[src/hw/rtl/ucs_pkg.sv]
// Shared types, codes and byte-class functions for the URI component splitter.
// No dependencies; imported by every module of the block.
package ucs_pkg;

  typedef struct packed {
    logic [7:0] text_byte;
    logic       final_byte;
  } in_item_t;

  typedef struct packed {
    logic [7:0] out_byte;
    logic [2:0] part_code;
    logic       run_last;
    logic       uri_done;
    logic [2:0] status;
    logic       has_authority;
    logic       has_query;
    logic       has_fragment;
  } out_item_t;

  // Up to two result items per input item.
  typedef struct packed {
    logic [1:0] count;
    out_item_t  first;
    out_item_t  second;
  } res_pair_t;

  typedef enum logic [2:0] {
    PH_SCHEME = 3'd0,
    PH_COLON  = 3'd1,
    PH_HELD   = 3'd2,
    PH_AUTH   = 3'd3,
    PH_PATH   = 3'd4,
    PH_QUERY  = 3'd5,
    PH_FRAG   = 3'd6
  } phase_t;

  localparam logic [2:0] PART_SCHEME = 3'd0;
  localparam logic [2:0] PART_AUTH   = 3'd1;
  localparam logic [2:0] PART_PATH   = 3'd2;
  localparam logic [2:0] PART_QUERY  = 3'd3;
  localparam logic [2:0] PART_FRAG   = 3'd4;
  localparam logic [2:0] PART_SEP    = 3'd5;

  localparam logic [2:0] ST_OK           = 3'd0;
  localparam logic [2:0] ST_SCHEME_START = 3'd1;
  localparam logic [2:0] ST_SCHEME_CHAR  = 3'd2;
  localparam logic [2:0] ST_NO_COLON     = 3'd3;
  localparam logic [2:0] ST_BAD_AUTH     = 3'd4;
  localparam logic [2:0] ST_BAD_PATH     = 3'd5;
  localparam logic [2:0] ST_BAD_QUERY    = 3'd6;
  localparam logic [2:0] ST_BAD_FRAG     = 3'd7;

  localparam logic [2:0] FLAG_AUTH  = 3'b001;
  localparam logic [2:0] FLAG_QUERY = 3'b010;
  localparam logic [2:0] FLAG_FRAG  = 3'b100;

  localparam logic [7:0] CH_PERCENT = 8'h25;
  localparam logic [7:0] CH_COLON   = 8'h3A;
  localparam logic [7:0] CH_HASH    = 8'h23;
  localparam logic [7:0] CH_QMARK   = 8'h3F;
  localparam logic [7:0] CH_SLASH   = 8'h2F;
  localparam logic [7:0] CH_TILDE   = 8'h7E;
  localparam logic [7:0] CH_AT      = 8'h40;

  // Outcome of one byte in the authority, path, query or fragment phase.
  typedef struct packed {
    phase_t     phase;
    logic [1:0] esc;
    logic [2:0] err;
    logic [2:0] flags;
    logic [2:0] part;
  } body_t;

  function automatic logic alpha_byte(input logic [7:0] c);
    return (c inside {[8'h41:8'h5A], [8'h61:8'h7A]});
  endfunction

  function automatic logic is_digit(input logic [7:0] c);
    return (c inside {[8'h30:8'h39]});
  endfunction

  function automatic logic is_hex(input logic [7:0] c);
    return is_digit(c) || (c inside {[8'h41:8'h46], [8'h61:8'h66]});
  endfunction

  function automatic logic scheme_byte(input logic [7:0] c);
    return alpha_byte(c) || is_digit(c) || (c inside {8'h2B, 8'h2D, 8'h2E});
  endfunction

  // unreserved, sub-delims, ':' and '@'
  function automatic logic pchar_byte(input logic [7:0] c);
    return alpha_byte(c) || is_digit(c) ||
           (c inside {8'h2D, 8'h2E, 8'h5F, CH_TILDE, 8'h21, 8'h24, 8'h26, 8'h27,
                      8'h28, 8'h29, 8'h2A, 8'h2B, 8'h2C, 8'h3B, 8'h3D,
                      CH_COLON, CH_AT});
  endfunction

  function automatic logic char_ok(input logic [7:0] c, input phase_t ph);
    logic ok;
    case (ph)
      PH_AUTH: ok = pchar_byte(c);
      PH_PATH: ok = pchar_byte(c) || (c == CH_SLASH);
      default: ok = pchar_byte(c) || (c == CH_SLASH) || (c == CH_QMARK);
    endcase
    return ok;
  endfunction

  function automatic logic [2:0] err_of(input phase_t ph);
    logic [2:0] e;
    case (ph)
      PH_AUTH:  e = ST_BAD_AUTH;
      PH_PATH:  e = ST_BAD_PATH;
      PH_QUERY: e = ST_BAD_QUERY;
      PH_FRAG:  e = ST_BAD_FRAG;
      default:  e = ST_OK;
    endcase
    return e;
  endfunction

  function automatic logic [2:0] part_of(input phase_t ph);
    logic [2:0] p;
    case (ph)
      PH_AUTH:  p = PART_AUTH;
      PH_QUERY: p = PART_QUERY;
      PH_FRAG:  p = PART_FRAG;
      default:  p = PART_PATH;
    endcase
    return p;
  endfunction

  function automatic logic in_body(input phase_t ph);
    return (ph == PH_AUTH) || (ph == PH_PATH) || (ph == PH_QUERY) || (ph == PH_FRAG);
  endfunction

  function automatic out_item_t make_item(input logic [7:0] b, input logic [2:0] part);
    out_item_t r;
    r          = '0;
    r.out_byte = b;
    r.part_code = part;
    return r;
  endfunction

  function automatic body_t body_step(input logic [7:0] b, input phase_t ph,
                                      input logic [1:0] esc, input logic strict);
    body_t r;
    logic  ends;
    r.phase = ph;
    r.esc   = esc;
    r.err   = ST_OK;
    r.flags = '0;
    r.part  = part_of(ph);
    ends = ((b == CH_HASH) && (ph != PH_FRAG)) ||
           ((b == CH_QMARK) && ((ph == PH_AUTH) || (ph == PH_PATH))) ||
           ((b == CH_SLASH) && (ph == PH_AUTH));
    if (ends) begin
      // a delimiter cuts off any open escape
      if ((esc != 2'd0) && strict) begin
        r.err = err_of(ph);
      end
      r.esc = 2'd0;
      if (b == CH_SLASH) begin
        r.phase = PH_PATH;
        r.part  = PART_PATH;
      end else if (b == CH_QMARK) begin
        r.phase = PH_QUERY;
        r.flags = FLAG_QUERY;
        r.part  = PART_SEP;
      end else begin
        r.phase = PH_FRAG;
        r.flags = FLAG_FRAG;
        r.part  = PART_SEP;
      end
    end else if (esc != 2'd0) begin
      if (is_hex(b)) begin
        r.esc = esc - 2'd1;
      end else begin
        if (strict) begin
          r.err = err_of(ph);
        end
        r.esc = 2'd0;
      end
    end else if (b == CH_PERCENT) begin
      r.esc = 2'd2;
    end else if (strict && !char_ok(b, ph)) begin
      r.err = err_of(ph);
    end
    return r;
  endfunction

endpackage

[src/hw/rtl/ucs_classifier.sv]
// Per-byte classifier: parse state, strict-mode register and the result pair
// for the byte in the input register. Depends on ucs_pkg.
module ucs_classifier
  import ucs_pkg::*;
(
  input  logic      clk,
  input  logic      rst,
  input  logic      cfg_write,
  input  logic      cfg_data,
  input  logic      advance,
  input  in_item_t  item,
  output res_pair_t res
);

  logic       strict_mode;
  phase_t     phase, phase_next;
  logic [1:0] escape_pending, escape_pending_next;
  logic [2:0] first_error, first_error_next;
  logic       scheme_seen, scheme_seen_next;
  logic [2:0] part_flags, part_flags_next;

  always_comb begin
    logic [7:0] b;
    logic       fin;
    logic       run_body;
    logic       body_second;
    phase_t     bph;
    body_t      bd;
    out_item_t  r0, r1;
    logic [1:0] n;

    b    = item.text_byte;
    fin  = item.final_byte;
    r0   = '0;
    r1   = '0;
    n    = 2'd0;
    run_body    = 1'b0;
    body_second = 1'b0;
    bph  = in_body(phase) ? phase : PH_PATH;

    phase_next          = phase;
    escape_pending_next = escape_pending;
    first_error_next    = first_error;
    scheme_seen_next    = scheme_seen;
    part_flags_next     = part_flags;

    case (phase)
      PH_SCHEME: begin
        n  = 2'd1;
        if (b == CH_COLON) begin
          if (!scheme_seen && (first_error_next == ST_OK)) begin
            first_error_next = ST_SCHEME_START;
          end
          phase_next = PH_COLON;
          r0 = make_item(b, PART_SEP);
        end else begin
          if (first_error_next == ST_OK) begin
            if (!scheme_seen && !alpha_byte(b)) begin
              first_error_next = ST_SCHEME_START;
            end else if (scheme_seen && !scheme_byte(b)) begin
              first_error_next = ST_SCHEME_CHAR;
            end
          end
          scheme_seen_next = 1'b1;
          r0 = make_item(b, PART_SCHEME);
        end
      end
      PH_COLON: begin
        // hold a lone slash until the next byte tells "//" from a path
        if ((b == CH_SLASH) && !fin) begin
          phase_next = PH_HELD;
        end else begin
          run_body = 1'b1;
        end
      end
      PH_HELD: begin
        n = 2'd2;
        if (b == CH_SLASH) begin
          r0 = make_item(CH_SLASH, PART_SEP);
          r1 = make_item(b, PART_SEP);
          part_flags_next = part_flags | FLAG_AUTH;
          phase_next = PH_AUTH;
        end else begin
          r0 = make_item(CH_SLASH, PART_PATH);
          run_body    = 1'b1;
          body_second = 1'b1;
        end
      end
      default: begin
        run_body = 1'b1;
      end
    endcase

    bd = body_step(b, bph, escape_pending, strict_mode);
    if (run_body) begin
      phase_next          = bd.phase;
      escape_pending_next = bd.esc;
      part_flags_next     = part_flags | bd.flags;
      if ((first_error_next == ST_OK) && (bd.err != ST_OK)) begin
        first_error_next = bd.err;
      end
      if (body_second) begin
        r1 = make_item(b, bd.part);
      end else begin
        r0 = make_item(b, bd.part);
        n  = 2'd1;
      end
    end

    if (fin) begin
      if (first_error_next == ST_OK) begin
        if (in_body(phase_next) && (escape_pending_next != 2'd0) && strict_mode) begin
          first_error_next = err_of(phase_next);
        end else if (phase_next == PH_SCHEME) begin
          first_error_next = ST_NO_COLON;
        end
      end
    end

    // tag the last result of this byte, and of the URI
    if (n == 2'd2) begin
      r1.run_last = 1'b1;
      if (fin) begin
        r1.uri_done      = 1'b1;
        r1.status        = first_error_next;
        r1.has_authority = part_flags_next[0];
        r1.has_query     = part_flags_next[1];
        r1.has_fragment  = part_flags_next[2];
      end
    end else if (n == 2'd1) begin
      r0.run_last = 1'b1;
      if (fin) begin
        r0.uri_done      = 1'b1;
        r0.status        = first_error_next;
        r0.has_authority = part_flags_next[0];
        r0.has_query     = part_flags_next[1];
        r0.has_fragment  = part_flags_next[2];
      end
    end

    if (fin) begin
      phase_next          = PH_SCHEME;
      escape_pending_next = 2'd0;
      first_error_next    = ST_OK;
      scheme_seen_next    = 1'b0;
      part_flags_next     = '0;
    end

    res.count  = n;
    res.first  = r0;
    res.second = r1;
  end

  always_ff @(posedge clk) begin
    if (rst) begin
      strict_mode <= 1'b1;
    end else if (cfg_write) begin
      strict_mode <= cfg_data;
    end
  end

  always_ff @(posedge clk) begin
    if (rst) begin
      phase          <= PH_SCHEME;
      escape_pending <= 2'd0;
      first_error    <= ST_OK;
      scheme_seen    <= 1'b0;
      part_flags     <= '0;
    end else if (advance) begin
      phase          <= phase_next;
      escape_pending <= escape_pending_next;
      first_error    <= first_error_next;
      scheme_seen    <= scheme_seen_next;
      part_flags     <= part_flags_next;
    end
  end

  a_final_clears: assert property (@(posedge clk) disable iff (rst)
    advance && item.final_byte |=> (phase == PH_SCHEME) && (first_error == ST_OK) &&
                                    (part_flags == '0) && (escape_pending == 2'd0))
    else $error("state not cleared after final byte");

  a_silent_only_held: assert property (@(posedge clk) disable iff (rst)
    advance && (res.count == 2'd0) |=> (phase == PH_HELD))
    else $error("byte without result outside held slash");

  a_escape_only_body: assert property (@(posedge clk) disable iff (rst)
    (escape_pending != 2'd0) |-> in_body(phase))
    else $error("escape pending outside body phase");

  a_final_has_result: assert property (@(posedge clk) disable iff (rst)
    advance && item.final_byte |-> (res.count != 2'd0))
    else $error("final byte produced no result");

endmodule

[src/hw/rtl/ucs_result_fifo.sv]
// Result queue: takes zero, one or two result items per cycle and delivers
// one per cycle while out_ready is high. Depends on ucs_pkg.
module ucs_result_fifo
  import ucs_pkg::*;
#(
  parameter int DEPTH = 4
) (
  input  logic      clk,
  input  logic      rst,
  input  res_pair_t push,
  output logic      room,
  output logic      out_valid,
  input  logic      out_ready,
  output out_item_t out_data
);

  localparam int PTR_W = $clog2(DEPTH);
  localparam int CNT_W = $clog2(DEPTH + 1);

  out_item_t          mem [DEPTH];
  logic [PTR_W-1:0]   wr_ptr, rd_ptr;
  logic [CNT_W-1:0]   count, count_next;
  logic [PTR_W-1:0]   wr_ptr_1;
  logic               pop;

  function automatic logic [PTR_W-1:0] ptr_inc(input logic [PTR_W-1:0] p);
    return (p == PTR_W'(DEPTH - 1)) ? '0 : p + PTR_W'(1);
  endfunction

  assign wr_ptr_1  = ptr_inc(wr_ptr);
  assign room      = (count <= CNT_W'(DEPTH - 2));
  assign out_valid = (count != '0);
  assign out_data  = mem[rd_ptr];
  assign pop       = out_valid && out_ready;
  assign count_next = count + CNT_W'(push.count) - CNT_W'(pop);

  always_ff @(posedge clk) begin
    if (push.count != 2'd0) begin
      mem[wr_ptr] <= push.first;
    end
    if (push.count == 2'd2) begin
      mem[wr_ptr_1] <= push.second;
    end
  end

  always_ff @(posedge clk) begin
    if (rst) begin
      wr_ptr <= '0;
      rd_ptr <= '0;
      count  <= '0;
    end else begin
      count <= count_next;
      if (pop) begin
        rd_ptr <= ptr_inc(rd_ptr);
      end
      if (push.count == 2'd1) begin
        wr_ptr <= wr_ptr_1;
      end else if (push.count == 2'd2) begin
        wr_ptr <= ptr_inc(wr_ptr_1);
      end
    end
  end

  a_no_overflow: assert property (@(posedge clk) disable iff (rst)
    count <= CNT_W'(DEPTH))
    else $error("result queue overflow");

  a_push_needs_room: assert property (@(posedge clk) disable iff (rst)
    (push.count != 2'd0) |-> room)
    else $error("push without room");

  a_reset_empty: assert property (@(posedge clk)
    rst |=> (count == '0))
    else $error("queue not empty after reset");

endmodule

[src/hw/rtl/uri_component_splitter.sv]
// Top level of the URI component splitter: input register, classifier and
// result queue. Depends on ucs_pkg, ucs_classifier and ucs_result_fifo.
//
//   channel  | signals                       | payload
//   ---------+-------------------------------+----------------------------
//   input    | in_valid / in_ready           | in_data  (in_item_t)
//   result   | out_valid / out_ready         | out_data (out_item_t)
//   config   | cfg_write                     | cfg_data (strict_mode)
//
// One byte is accepted per cycle while the queue has room; a byte after a
// held slash gives two result items, so the sustained rate is set by the
// result port at one item a cycle. Bytes pass the input register and queue.
// Reset clears the parse state, empties the result queue and sets strict_mode.
// A stalled result port fills the queue, then the input register, then drops
// in_ready.
module uri_component_splitter
  import ucs_pkg::*;
#(
  parameter int FIFO_DEPTH = 4
) (
  input  logic      clk,
  input  logic      rst,
  input  logic      in_valid,
  output logic      in_ready,
  input  in_item_t  in_data,
  output logic      out_valid,
  input  logic      out_ready,
  output out_item_t out_data,
  input  logic      cfg_write,
  input  logic      cfg_data
);

  logic      ireg_valid;
  in_item_t  ireg;
  logic      room;
  logic      advance;
  res_pair_t res;
  res_pair_t push;

  assign advance  = ireg_valid && room;
  assign in_ready = !ireg_valid || advance;

  always_comb begin
    push = res;
    if (!advance) begin
      push.count = 2'd0;
    end
  end

  always_ff @(posedge clk) begin
    if (rst) begin
      ireg_valid <= 1'b0;
    end else if (in_ready) begin
      ireg_valid <= in_valid;
    end
  end

  always_ff @(posedge clk) begin
    if (in_valid && in_ready) begin
      ireg <= in_data;
    end
  end

  ucs_classifier u_classifier (
    .clk       (clk),
    .rst       (rst),
    .cfg_write (cfg_write),
    .cfg_data  (cfg_data),
    .advance   (advance),
    .item      (ireg),
    .res       (res)
  );

  ucs_result_fifo #(
    .DEPTH (FIFO_DEPTH)
  ) u_result_fifo (
    .clk       (clk),
    .rst       (rst),
    .push      (push),
    .room      (room),
    .out_valid (out_valid),
    .out_ready (out_ready),
    .out_data  (out_data)
  );

endmodule

[config.mk]
export PLATFORM = sky130hd
export DESIGN_NAME = uri_component_splitter
export DESIGN_NICKNAME = d
export VERILOG_FILES = /design/src/hw/rtl/ucs_pkg.sv /design/src/hw/rtl/ucs_classifier.sv /design/src/hw/rtl/ucs_result_fifo.sv /design/src/hw/rtl/uri_component_splitter.sv
export SDC_FILE = /design/constraint.sdc
export NUM_CORES = 1
export LEC_CHECK = 0
export ABC_AREA = 1
export BUFFER_PORTS_ARGS = -buffer_cell sky130_fd_sc_hd__buf_2
export CAP_MARGIN = 30
export CORE_MARGIN = 4
export CORE_UTILIZATION = 45
export CTS_BUF_LIST = sky130_fd_sc_hd__clkbuf_8
export DETAILED_ROUTE_END_ITERATION = 10
export SETUP_SLACK_MARGIN = 0.02
export SLEW_MARGIN = 20
export SYNTH_ARGS = -nofsm -noshare
export SYNTH_HDL_FRONTEND = slang
export SYNTH_SLANG_ARGS = --single-unit
[constraint.sdc]
create_clock -name clk -period 4.9 [get_ports clk]
set_clock_uncertainty 0.15 [all_clocks]
set_input_delay 0.49 -clock clk [delete_from_list [all_inputs] [get_ports clk]]
set_output_delay 0.49 -clock clk [all_outputs]
set_load 0.05 [all_outputs]
; ---- Word-level counts from Yosys, hierarchy flattened
; Memories as Yosys holds them, arrays and structs flattened. A register that Yosys moved wholly into a read port is not among the register bits.
; Index checks and enable logic that the tools add are counted.
[op_classes]
n_mux = 85
n_shift = 0
reduce_logical = 59
order_cmp = 9
add_sub_neg = 6
div_mod_pow = 0
eq_ne = 44
bitwise_logic = 1
multipliers = 0
[op_table]
columns = operator, n
row1 = "equality test 8 x 6 -> 1 bit, second input constant", 18
row2 = 2-to-1 mux 19 bit, 6
row3 = 2-to-1 mux 3 bit, 29
row4 = case mux 19 bit (2 select lines), 1
row5 = "<= comparator 8 x 7 -> 1 bit, second input constant", 4
row6 = 2-to-1 mux 2 bit, 16
row7 = "equality test 3 bit, second input constant", 9
row8 = "equality test 8 x 7 -> 1 bit, second input constant", 3
row9 = 2-to-1 mux 8 bit, 3
row10 = case mux 3 bit (4 select lines), 2
row11 = 2-to-1 mux 11 bit, 2
row12 = logical AND 1 bit, 20
row13 = case mux 3 bit (3 select lines), 2
row14 = nonzero test 17 bit, 1
row15 = ">= comparator 8 x 7 -> 1 bit, second input constant", 2
row16 = logical OR 1 bit, 16
row17 = logical NOT 3 bit, 5
row18 = 2-to-1 mux 1 bit, 15
row19 = 2-to-1 mux 7 bit, 2
row20 = nonzero test 2 bit, 7
row21 = "equality test 3 x 2 -> 1 bit, second input constant", 4
row22 = 2-to-1 mux 6 bit, 2
row23 = "equality test 2 bit, second input constant", 5
row24 = 2-to-1 mux 5 bit, 2
row25 = 18 further kinds, 28
[word_totals]
mem_bits_ro = 0
wordCells = 217
mem_count = 1
reg_bits = 30
output_inout_bits = 21
latchBits = 0
ram_bits = 76
[mem_list]
columns = name, depth, word_bits, read_ports, rd_clocked_by_memory_dff, write_ports, line
row1 = u_result_fifo.mem, 4, 19, 1, 1, 2, ucs_result_fifo.sv:20  ; out_item_t mem [DEPTH];

; ---- Longest topological paths before layout
; Gate-level depths: netlist (run 1).
[logic_depth]
ltp_word = 28
mapped_depth = 21
depth_no_buf = 20

; ---- Modules after synthesis
; A second synthesis (run 1) with hierarchy kept.
[unflattened]
cells_unflattened = 801
hier_area_um2 = 6321.1
[modules_own_cells]
columns = mod, cells_per_inst, area_per_inst_um2, instances
row1 = ucs_result_fifo, 459, 4342.9, 1
row2 = ucs_classifier, 321, 1637.8, 1
row3 = uri_component_splitter, 21, 340.3, 1

; ---- Least setup slack after synthesis (run 1)
; OpenSTA, ideal clock, no wires.
[synth_timing]
path_kind = reg2reg
start = reg u_classifier.phase[0]
end = mem u_result_fifo.mem[3][0] (netlist bit), enable pin
period_less_slack_ns = 3.719
arrival_ns = 3.147
setup_slack_ns = 1.181
setup_ns = 0.421
required_time_ns = 4.329
path_stages_with_launch = 13
cell_sequence = dfxtp_1 > buf_4 > nor3_4 > nand2_2 > nand3_2 > buf_6 > nand2_1 > inv_1 > nor2_2 > nor2_1 > inv_1 > ha_1 > o21ai_0
[synth_lines]
columns = element, line
row1 = from (decl), ucs_classifier.sv:16  ; phase_t phase, phase_next;
row2 = from (signal assigned), ucs_classifier.sv:170  ; phase <= phase_next;
row3 = to (decl), ucs_result_fifo.sv:20

==> results of run 1 <==
[worst paths after layout]
| path | startpoint | endpoint | slack, ns | depth (start not counted) |
|---|---|---|---|---|
| worst max-delay path | ireg[7]$_DFFE_PP_ | u_result_fifo.mem[3][2]$_DFFE_PP_ | 1.01 | 18 |
| worst max register to register | ireg[7]$_DFFE_PP_ | u_result_fifo.mem[3][2]$_DFFE_PP_ | 1.01 | 18 |
| worst min register to register | u_classifier.part_flags[2]$_SDFFE_PP0P_ | u_classifier.part_flags[2]$_SDFFE_PP0P_ | 0.32 | 2 |
| worst min-delay path | in_data[6] | ireg[6]$_DFFE_PP_ | 0.12 | 1 |
[area by class of cell]
class	count	area (um^2)
clock inverters	5	31.3
fillers	1281	6650
clock buffers	9	124
repair buffers	43	255
multi-input cells	520	2630
flip-flops and latches	108	3010
well taps	176	220
inverters	86	323
[per-stage QoR]
stage	total power [mW]	setup WS [ns]	instances	hold slack, ns	util (%)
2_1_floorplan	1.86	1.18	743	0.281	-
3_3_place_gp	2.10	1.23	932	0.296	48.4
3_5_place_dp	2.12	1.04	933	0.303	48.6
4_1_cts	2.60	1.03	947	0.103	49.8
5_1_grt	2.73	0.598	947	0.108	49.8
6_report	2.58	1.01	947	0.118	49.8
[state kept, by name, summed over array words and instances (netlist names), named ones only]
| signal | count |
|---|---|
| u_classifier.escape_pending | 2 |
| u_result_fifo.rd_ptr | 2 |
| u_classifier.part_flags | 3 |
| u_result_fifo.count | 3 |
| u_classifier.strict_mode | 1 |
| ireg | 9 |
| u_classifier.scheme_seen | 1 |
| u_result_fifo.mem | 76 |
| u_classifier.phase | 3 |
| ireg_valid | 1 |
| u_result_fifo.wr_ptr | 2 |
| u_classifier.first_error | 3 |
[layout by cell type, fill, tap and decap left out, drive strengths merged, types with 15 or more instances in the layout]
cell	Yosys	final
nand2	160	160
o22ai	20	20
nand4	19	19
edfxtp	85	85
nand3	39	39
o21ai	116	116
ha	15	15
nor2	104	104
a21oi	26	26
dfxtp	23	23
inv	85	87
buf	9	43
[power groups by stage]
stage | combinational [mW] | clock (mW) | sequential, mW
final | 0.993 | 0.483 | 1.10
after global routing | 1.08 | 0.535 | 1.11
after CTS | 1.00 | 0.497 | 1.10
after detailed placement | 1.00 | 0 | 1.12
after global placement | 0.980 | 0 | 1.12
after floorplan | 0.755 | 0 | 1.11
[per-layer routing]
metal  global-route usage [%]  routed length (um)
met1                     27.4                7010
met2                     32.8                7090
met3                     3.39                1070
met4                     8.58                 351
met5                        0                   0
[logic make-up (layout without fill, tap and decap cells)]
| family | after synthesis | after routing | synth area share, % |
|---|---|---|---|
| xor gates and xnor gates | 3 | 3 | 0.431 |
| and+or+nand+nor | 330 | 330 | 24.1 |
| AOI/OAI and AO/OA | 171 | 171 | 15.1 |
| DFF | 108 | 108 | 49.4 |
| buffers and inverters | 115 | 143 | 7.49 |
| adders and majority gates | 16 | 16 | 3.41 |
==> summary.md, run 1 <==
| Metric | Value |
|---|---|
| Crit path top cell by count | inv_1 |
| CTS tree | yes |
| Final Hold Vio Count | 0 |
| Post-DR vias/cell | 5.46 |
| Yosys top cell by area | edfxtp_1 |
| FF+latch count, synth | 108 |
| Detail Placement HPWL | 11.1 mm |
| Iter 0 DRT Violations | 489 |
| Net switching power | 1.09 mW |
| Fmax | 257 MHz |
| PwrDens | 390 mW/mm^2 |
| CTS H-tree depth | 3 |
| Net Count, Synth | 774 |
| Combinational fraction of design power | 38.6% |
| Yosys top cell area share | 41.8% |
| Sequential cell area fraction in the yosys report | 49.4% |
| Number of iterations in the first detailed-routing pass | 7 |
| Clock Latency Late Sink | 0.39 ns |
| Final instance area | 0.00660 mm^2 |
| Number of enable flip-flop cells after synthesis | 85 |
| Die height | 124 um |
| Measured slew at the worst slew-check pin | 0.856 ns |
| Finish-stage setup viols | 0 |
| GR Overflow Total | 0 |
| Root Driver | clkbuf_8 |
| Critical setup path kind | flip-flop to flip-flop |
| GRT Overall Usage | 20.4% |
| Bufs on Longest Clock Path | 2 |
| Primary FF master, synth | edfxtp_1 |
| Die footprint | 0.0155 mm^2 |
| Nets | 799 |
| Port Buffers | 35 |
| Global-route wire length before repair | 25.5 mm |
| Post-synth ARST share | 0% |
| Initial Util | 46.1% |
| Buf/Inv on CP | 5 |
| Post-route clock period utilization | 79.3% |
| Post-Syn Area | 0.00610 mm^2 |
| Endpoint class of the critical path | flip-flop |
| Worst vdd ir | 0.167 mV |
| Vias in the first global route | 4980 |
| Pins Over Slew Limit | 0 |
| Slew margin rel. | 42.3% |
| Core Footprint | 0.0132 mm^2 |
| Seq pwr share | 42.7% |
| Final min period | 3.89 ns |
| Layout cells sized above 1 | 12.7% |
| YS warnings | 0 |
| Post-Synthesis Cells | 743 |
| Max cap viols | 0 |
| Setup TNS | 0 ns |
| Largest net degree at the start of global routing | 40 |
| Ports | 36 |
| Type of origin of the critical path | flip-flop |
| Status | completed |
| Netlist cell types | 40 |
| # DRC | 0 |
| Top cells by area, synth | edfxtp_1 42%, nand2_1 8.9%, o21ai_0 8.7%, dfxtp_1 7.5%, nor2_1 5.9% |
| Area delta synth->final | 8.14% |
| Routed Antenna Nets | 0 |
| Hold WC Path Type | input port to flip-flop |
| Hold_buf cts | 0 |
| Slowest CP cell | edfxtp_1 |
| CP Max Fanout | 21 |
| Post-DR wirelength/cell | 16.4 um |
| Clock share of power | 18.8% |
| Post-CTS sizing | 0 |
| Routed via count | 5174 |
| Initial antenna violation count | 0 |
| Internal | 1.49 mW |
| Die width | 124 um |
| Largest stage delay on the critical path | 0.49 ns |
| Delay-heaviest family, CP | simple AND/OR/NAND/NOR gates |
| Antenna diodes | 0 |
| RSZ-0062 raised after global routing | false |
| Net Sw Frac | 42.3% |
| Avg Cell Area, Syn | 8.21 um^2 |
| Reg clk slew, reported paths | 0.10 ns |
| Most frequent cell after synthesis | nand2_1 |
| Clk sink count | 108 |
| Row count | 42 |
| Synth top cells by count | 145 x nand2_1, 106 x o21ai_0, 96 x nor2_1 |
| Placed Area | 0.00644 mm^2 |
| Detailed Route WL | 15.5 mm |
| WP data required | 4.91 ns |
| TritonCTS Buffers | 9 |
| Leak pwr | 2.67 nW |
| Post-CTS Setup Bufs | 0 |
| Crit path DAT | 3.89 ns |
| Placer Congestion | 0.946 |
| CP Cell Sequence | inv_1 > nand2_2 > nor2_8 > nand2_2 > nand2_2 > nand3_2 > nand2_1 > inv_1 > nor2_2 > nor2_1 > inv_1 > ha_1 > nand2_1 > inv_1 > o21ai_0 > and2_1 > nand2_1 > inv_1 |
(Power assumes the default switching activity.)
==> run 2: changes to the inputs <==
==> constraint.sdc (replaced) <==
create_clock -name clk -period 3.4 [get_ports clk]
set_clock_uncertainty 0.15 [all_clocks]
set_input_delay 0.34 -clock clk [delete_from_list [all_inputs] [get_ports clk]]
set_output_delay 0.34 -clock clk [all_outputs]
set_load 0.05 [all_outputs]
==> run 2 against run 1 <==
Against the previous run: flip-flop and latch count stayed put; critical path depth is 1 higher; sequential power is 44% higher; die area stayed put; fmax is 26% higher; combinational power is 45% higher; count of clock-buffer cells in the layout stayed put; non-clock buffer count is 24 higher; clock power is 64% higher; worst hold slack worse by 0.059 ns; first-iteration DRC count is 9.0% higher; power is 48% higher.
==> summary.md, run 2 (same netlist as run 1, synthesis figures left out) <==
| Metric | Value |
|---|---|
| RSZ-0062 raised after global routing | false |
| Placer Congestion | 0.879 |
| Die height | 124 um |
| Nets | 823 |
| Worst vdd ir | 0.229 mV |
| Reg-to-reg startpoint | ireg[7]$_DFFE_PP_ |
| Layout cells sized above 1 | 14.6% |
| Global-route wire length before repair | 25.8 mm |
| Post-route clock period utilization | 91.1% |
| Endpoint class of the critical path | flip-flop |
| Worst reg2reg setup slack | 0.30 ns |
| Finish-stage setup viols | 0 |
| Worst hold slack | 0.0587 ns |
| Status | completed |
| Fillcell total | 1296 |
| Initial antenna violation count | 0 |
| Row count | 42 |
| Measured slew at the worst slew-check pin | 0.822 ns |
| Die footprint | 0.0155 mm^2 |
| Reg clk slew, reported paths | 0.10 ns |
| Antenna diodes | 0 |
| Commonest non-fill, non-tap cell in the layout | nand2_1 |
| Routed via count | 5200 |
| Clk sink count | 108 |
| Number of iterations in the first detailed-routing pass | 5 |
| Top reg by flops | u_result_fifo.mem |
| Min-Delay Endpoint | ireg_valid$_SDFFE_PP0N_ |
| FF-to-FF path depth | 19 |
| Total power | 3.82 mW |
| Core Footprint | 0.0132 mm^2 |
| Crit path DAT | 3.10 ns |
| Final min period | 3.10 ns |
| Hold WC Path Type | input port to flip-flop |
| Sequential cell area | 0.00301 mm^2 |
| CP Max Fanout | 10 |
| DP Worst Slack | 0.118 ns |
| Hold_sp | in_valid |
| Port Buffers | 35 |
| R2R Path End | u_result_fifo.mem[0][2]$_DFFE_PP_ |
| Commonest non-fill, non-tap cells in the layout | 144 x nand2_1, 100 x o21ai_0, 95 x nor2_1 |
| Post-DR vias/cell | 5.34 |
| TritonCTS Buffers | 9 |
| Type of origin of the critical path | flip-flop |
| Largest net degree at the start of global routing | 39 |
| Bufs on Longest Clock Path | 2 |
| Iter 0 DRT Violations | 533 |
| Final WS setup | 0.303 ns |
| Biggest regs | u_result_fifo.mem: 76 flops, ireg: 9 flops |
| Root Driver | clkbuf_8 |
| Routed Antenna Nets | 0 |
| Area delta synth->final | 12.3% |
| Post-DR wirelength/cell | 15.9 um |
| PwrDens | 557 mW/mm^2 |
| GRT Overall Usage | 20.5% |
| Vias in the first global route | 4986 |
| # DRC | 0 |
| Critical setup path kind | flip-flop to flip-flop |
| Ports | 36 |
| Area of the multi-input gates | 0.00264 mm^2 |
| Fmax | 323 MHz |
| Initial Util | 46.1% |
| Setup TNS | 0 ns |
| WP data required | 3.40 ns |
| Max FFs per register | 76 |
| Pins Over Slew Limit | 0 |
| Hold Path Depth | 3 |
| Final Hold Vio Count | 0 |
| GR Overflow Total | 0 |
| Max cap viols | 0 |
| Clock Latency Late Sink | 0.38 ns |
| CTS H-tree depth | 3 |
| Detail Placement HPWL | 11.2 mm |
| Slew margin rel. | 45.0% |
| Die width | 124 um |
| CTS tree | yes |
| Detailed Route WL | 15.5 mm |
| Leak pwr | 2.78 nW |
run 2: changes by cell type in the layout (fill, tap and decap cells not counted), sizes merged:
| cell | delta |
|---|---|
| buf | +13 |
| clkinv | -1 |
| bufinv | +1 |
| clkinvlp | +2 |
| dlygate4sd3 | +11 |
run 2: worst max-delay path: stages, from the launching register on:
cell and delay, ns:
edfxtp_1 0.47, inv_1 0.16, nand2_2 0.13, nor2_8 0.17
nand2_2 0.08, nand2_2 0.12, nand2_1 0.10, inv_1 0.10
nor2_2 0.06, nor2_2 0.16, inv_1 0.09, ha_1 0.24
nand2_1 0.21, inv_1 0.14, nand2_1 0.08, o21ai_1 0.08
nand2_1 0.18, inv_2 0.05, nand2_1 0.05, inv_1 0.04
run 2: how the worst max path moves through the flow:
stage / from / to / slack (ns) / cells after the start
6_report: ireg[7]$_DFFE_PP_ / u_result_fifo.mem[0][2]$_DFFE_PP_ / 0.30 / 19
5_1_grt: ireg[4]$_DFFE_PP_ / u_result_fifo.mem[0][2]$_DFFE_PP_ / 0.02 / 19
4_1_cts: ireg[8]$_DFFE_PP_ / u_result_fifo.mem[1][2]$_DFFE_PP_ / 0.10 / 18
3_5_place_dp: ireg[8]$_DFFE_PP_ / u_result_fifo.mem[1][2]$_DFFE_PP_ / 0.12 / 18
3_3_place_gp: ireg[8]$_DFFE_PP_ / u_result_fifo.mem[0][2]$_DFFE_PP_ / 0.38 / 19
2_1_floorplan: u_classifier.phase[0]$_SDFFE_PP0P_ / u_result_fifo.mem[3][0]$_DFFE_PP_ / -0.32 / 12
run 2: where the power goes:
| group | switching [mW] | total (mW) | internal, mW |
|---|---|---|---|
| Clock | 0.457 | 0.794 | 0.337 |
| Combinational | 1.08 | 1.44 | 0.362 |
| Sequential | 0.0527 | 1.58 | 1.53 |
run 2: routing by layer:
layer | part of all wire [%] | track usage [%] | routed length [um]
met1 | 47 | 28.0 | 7220
met2 | 46 | 32.7 | 7110
met3 | 5.5 | 3.90 | 856
met4 | 2.1 | 7.54 | 327
met5 | 0 | 0 | 0
run 2: repair_timing:
| action | in CTS | in global routing |
|---|---|---|
| endpoints found under the setup margin | 0 | 30 |
| resized for setup | 0 | 6 |
| hold buffers | 11 | 0 |
| endpoints found under the hold margin | 10 | 0 |
| setup buffers | 0 | 3 |
run 2: stage by stage:
step           cell area, um^2  utilization (%)  std cells
2_1_floorplan             6100                -        743
3_3_place_gp              6520             49.2        943
3_5_place_dp              6520             49.2        943
4_1_cts                   6820             51.5        970
5_1_grt                   6850             51.7        973
6_report                  6850             51.7        973
run 2: layout make-up:
cell class                      instances  area share (%)
Clock buffer                            9            1.81
Clock inverter                          7           0.968
Inverter                               86            4.71
Multi-Input combinational cell        520            38.5
Sequential cell                       108            44.0
Tap cell                              176            3.22
Timing Repair Buffer                   67            6.83
==> run 3: changes to the inputs <==
--- a/config.mk
+++ b/config.mk
@@ -9,9 +9,10 @@
 export BUFFER_PORTS_ARGS = -buffer_cell sky130_fd_sc_hd__buf_2
 export CAP_MARGIN = 30
 export CORE_MARGIN = 4
-export CORE_UTILIZATION = 45
+export CORE_UTILIZATION = 50
 export CTS_BUF_LIST = sky130_fd_sc_hd__clkbuf_8
 export DETAILED_ROUTE_END_ITERATION = 10
+export PLACE_DENSITY = 0.68
 export SETUP_SLACK_MARGIN = 0.02
 export SLEW_MARGIN = 20
 export SYNTH_ARGS = -nofsm -noshare
==> constraint.sdc (replaced) <==
create_clock -name clk -period 2.5 [get_ports clk]
set_clock_uncertainty 0.15 [all_clocks]
set_input_delay 0.25 -clock clk [delete_from_list [all_inputs] [get_ports clk]]
set_output_delay 0.25 -clock clk [all_outputs]
set_load 0.05 [all_outputs]
==> run 3 against run 2 <==
Against the previous run: core utilization up 18 points; largest cell class is now multi-input combinational cells; the flow now finishes with violations (setup timing); sequential power up 37%; wire length up 11%; flip-flop and latch count unchanged; sequential share of layout area shrank 7.9 points.
==> summary.md, run 3 (same netlist as run 1, synthesis figures left out) <==
| Metric | Value |
|---|---|
| Status | complete, but fails checks |
| Failing checks | setup timing |
| Leak pwr | 3.55 nW |
| Net Sw Frac | 40.7% |
| Internal | 3.34 mW |
| Post-route clock period utilization | 108% |
| Combinational fraction of design power | 39.5% |
| Bufs on Longest Clock Path | 2 |
| Clock share of power | 21.9% |
| Worst vdd ir | 0.353 mV |
| Iter 0 DRT Violations | 434 |
| Delay-heaviest family, CP | simple AND/OR/NAND/NOR gates |
| Measured slew at the worst slew-check pin | 0.672 ns |
| Core Footprint | 0.0120 mm^2 |
| Number of iterations in the first detailed-routing pass | 7 |
| Biggest regs | u_result_fifo.mem: 76 flops, ireg: 9 flops |
| Largest net degree at the start of global routing | 23 |
| Type of origin of the critical path | flip-flop |
| Die footprint | 0.0140 mm^2 |
| Fmax | 372 MHz |
| Initial Util | 51.0% |
| Clock Latency Late Sink | 0.41 ns |
| Routed via count | 5712 |
| Final WS setup | -0.190 ns |
| Max FFs per register | 76 |
| Area delta synth->final | 37.2% |
| Reg-to-reg startpoint | ireg[4]$_DFFE_PP_ |
| Detailed Route WL | 17.3 mm |
| Row count | 40 |
| Commonest non-fill, non-tap cells in the layout | 118 x nand2_1, 100 x buf_4, 85 x edfxtp_1 |
| GRT Overall Usage | 23.8% |
| CTS tree | yes |
| R2R Path End | u_result_fifo.mem[1][4]$_DFFE_PP_ |
| Worst hold slack | 0.0382 ns |
| CP Max Fanout | 8 |
| PwrDens | 672 mW/mm^2 |
| WP data required | 2.53 ns |
| Die height | 118 um |
| Root Driver | clkbuf_8 |
| Fillcell total | 920 |
| Clk sink count | 108 |
| Final Hold Vio Count | 0 |
| Final min period | 2.69 ns |
| Top reg by flops | u_result_fifo.mem |
| Antenna diodes | 0 |
| Setup crit start | ireg[4]$_DFFE_PP_ |
| Slowest CP cell | edfxtp_1 |
| Finish-stage setup viols | 112 |
| Pins Over Slew Limit | 0 |
| Layout cells sized above 1 | 33.8% |
| Post-DR vias/cell | 5.40 |
| Reg clk slew, reported paths | 0.11 ns |
| Endpoint class of the critical path | flip-flop |
| RSZ-0062 raised after global routing | true |
| Commonest non-fill, non-tap cell in the layout | nand2_1 |
| Die width | 118 um |
| Ports | 36 |
| Vias in the first global route | 5623 |
| DP Worst Slack | -0.198 ns |
| Critical path endpoint | u_result_fifo.mem[1][4]$_DFFE_PP_ |
| Initial antenna violation count | 0 |
| Nets | 937 |
| Net switching power | 2.29 mW |
| Detail Placement HPWL | 12.1 mm |
| Slew margin rel. | 55.1% |
| Post-DR wirelength/cell | 16.3 um |
| Largest stage delay on the critical path | 0.49 ns |
| Hold WC Path Type | input port to flip-flop |
| Crit path DAT | 2.72 ns |
| Stages on worst setup path | 15 |
| Port Buffers | 35 |
| FF-to-FF path depth | 15 |
| Max cap viols | 0 |
| Buf/Inv on CP | 3 |
| Routed Antenna Nets | 0 |
| Global-route wire length before repair | 26.9 mm |
| Seq pwr share | 38.6% |
| Placer Congestion | 0.910 |
| # DRC | 0 |
| CP Cell Sequence | nand2_2 > nor2_4 > buf_4 > nand4_2 > buf_4 > nand4_1 > nand3_2 > o21ai_1 > inv_1 > o21ai_1 > nand2_2 > o21ai_4 > nand2_4 > nand4_1 > nand2_1 |
| Final instance area | 0.00837 mm^2 |
| CTS H-tree depth | 3 |
| GR Overflow Total | 0 |
| TritonCTS Buffers | 9 |
| Worst reg2reg setup slack | -0.19 ns |
| Placed Area | 0.00732 mm^2 |
| Critical setup path kind | flip-flop to flip-flop |
run 3: worst min-delay path by stage:
stage / to / cells past startpoint / from / slack [ns]
2_1_floorplan: u_classifier.escape_pending[0]$_SDFFE_PP0P_ / 1 / rst / 0.17
3_3_place_gp: ireg[5]$_DFFE_PP_ / 1 / in_data[5] / 0.28
3_5_place_dp: ireg[6]$_DFFE_PP_ / 1 / in_data[6] / 0.28
4_1_cts: u_result_fifo.count[2]$_SDFF_PP0_ / 2 / rst / 0.03
5_1_grt: u_classifier.first_error[0]$_SDFFE_PP0P_ / 2 / rst / 0.04
6_report: u_classifier.first_error[0]$_SDFFE_PP0P_ / 2 / rst / 0.04
run 3: power groups by stage:
| stage | Clock, mW | Combinational, mW | Sequential, mW |
|---|---|---|---|
| 2_1_floorplan | 0 | 1.51 | 2.16 |
| 3_3_place_gp | 0 | 2.04 | 2.21 |
| 3_5_place_dp | 0 | 2.08 | 2.21 |
| 4_1_cts | 1.24 | 2.15 | 2.17 |
| 5_1_grt | 1.32 | 2.40 | 2.19 |
| 6_report | 1.23 | 2.22 | 2.17 |
run 3: area by class of cell:
cell class / count / area (um^2) / area share (%)
sequential: 108 / 3020 / 36.0
multi-input combinational: 520 / 3030 / 36.2
tap: 147 / 184 / 2.20
inverter: 86 / 343 / 4.10
clock buffer: 9 / 124 / 1.48
clock inverter: 7 / 100 / 1.20
timing repair buffer: 181 / 1570 / 18.8
run 3: through the flow:
| step | instances | utilization, % | power, mW | setup TNS [ns] |
|---|---|---|---|---|
| 2_1_floorplan | 743 | - | 3.68 | -14.51 |
| 3_3_place_gp | 1002 | 61.2 | 4.25 | -1.99 |
| 3_5_place_dp | 1002 | 61.2 | 4.29 | -3.87 |
| 4_1_cts | 1045 | 66.2 | 5.55 | -1.22 |
| 5_1_grt | 1058 | 69.9 | 5.90 | -27.25 |
| 6_report | 1058 | 69.9 | 5.63 | -9.99 |
run 3: per-layer routing:
metal / track usage, % / vias to the layer above / wire length, um
met5: 0 / - / 0
met4: 9.85 / 0 / 490
met3: 3.92 / 39 / 797
met2: 41.2 / 184 / 8700
met1: 29.5 / 2649 / 7290
li1: - / 2840 / -
run 3: what timing repair did:
action	in CTS	in global routing
hold buffers	12	0
endpoints found under the hold margin	11	0
pin swaps	10	36
setup endpoints to repair	118	157
buffers inserted	14	10
cloned	1	3
resized for setup	38	99
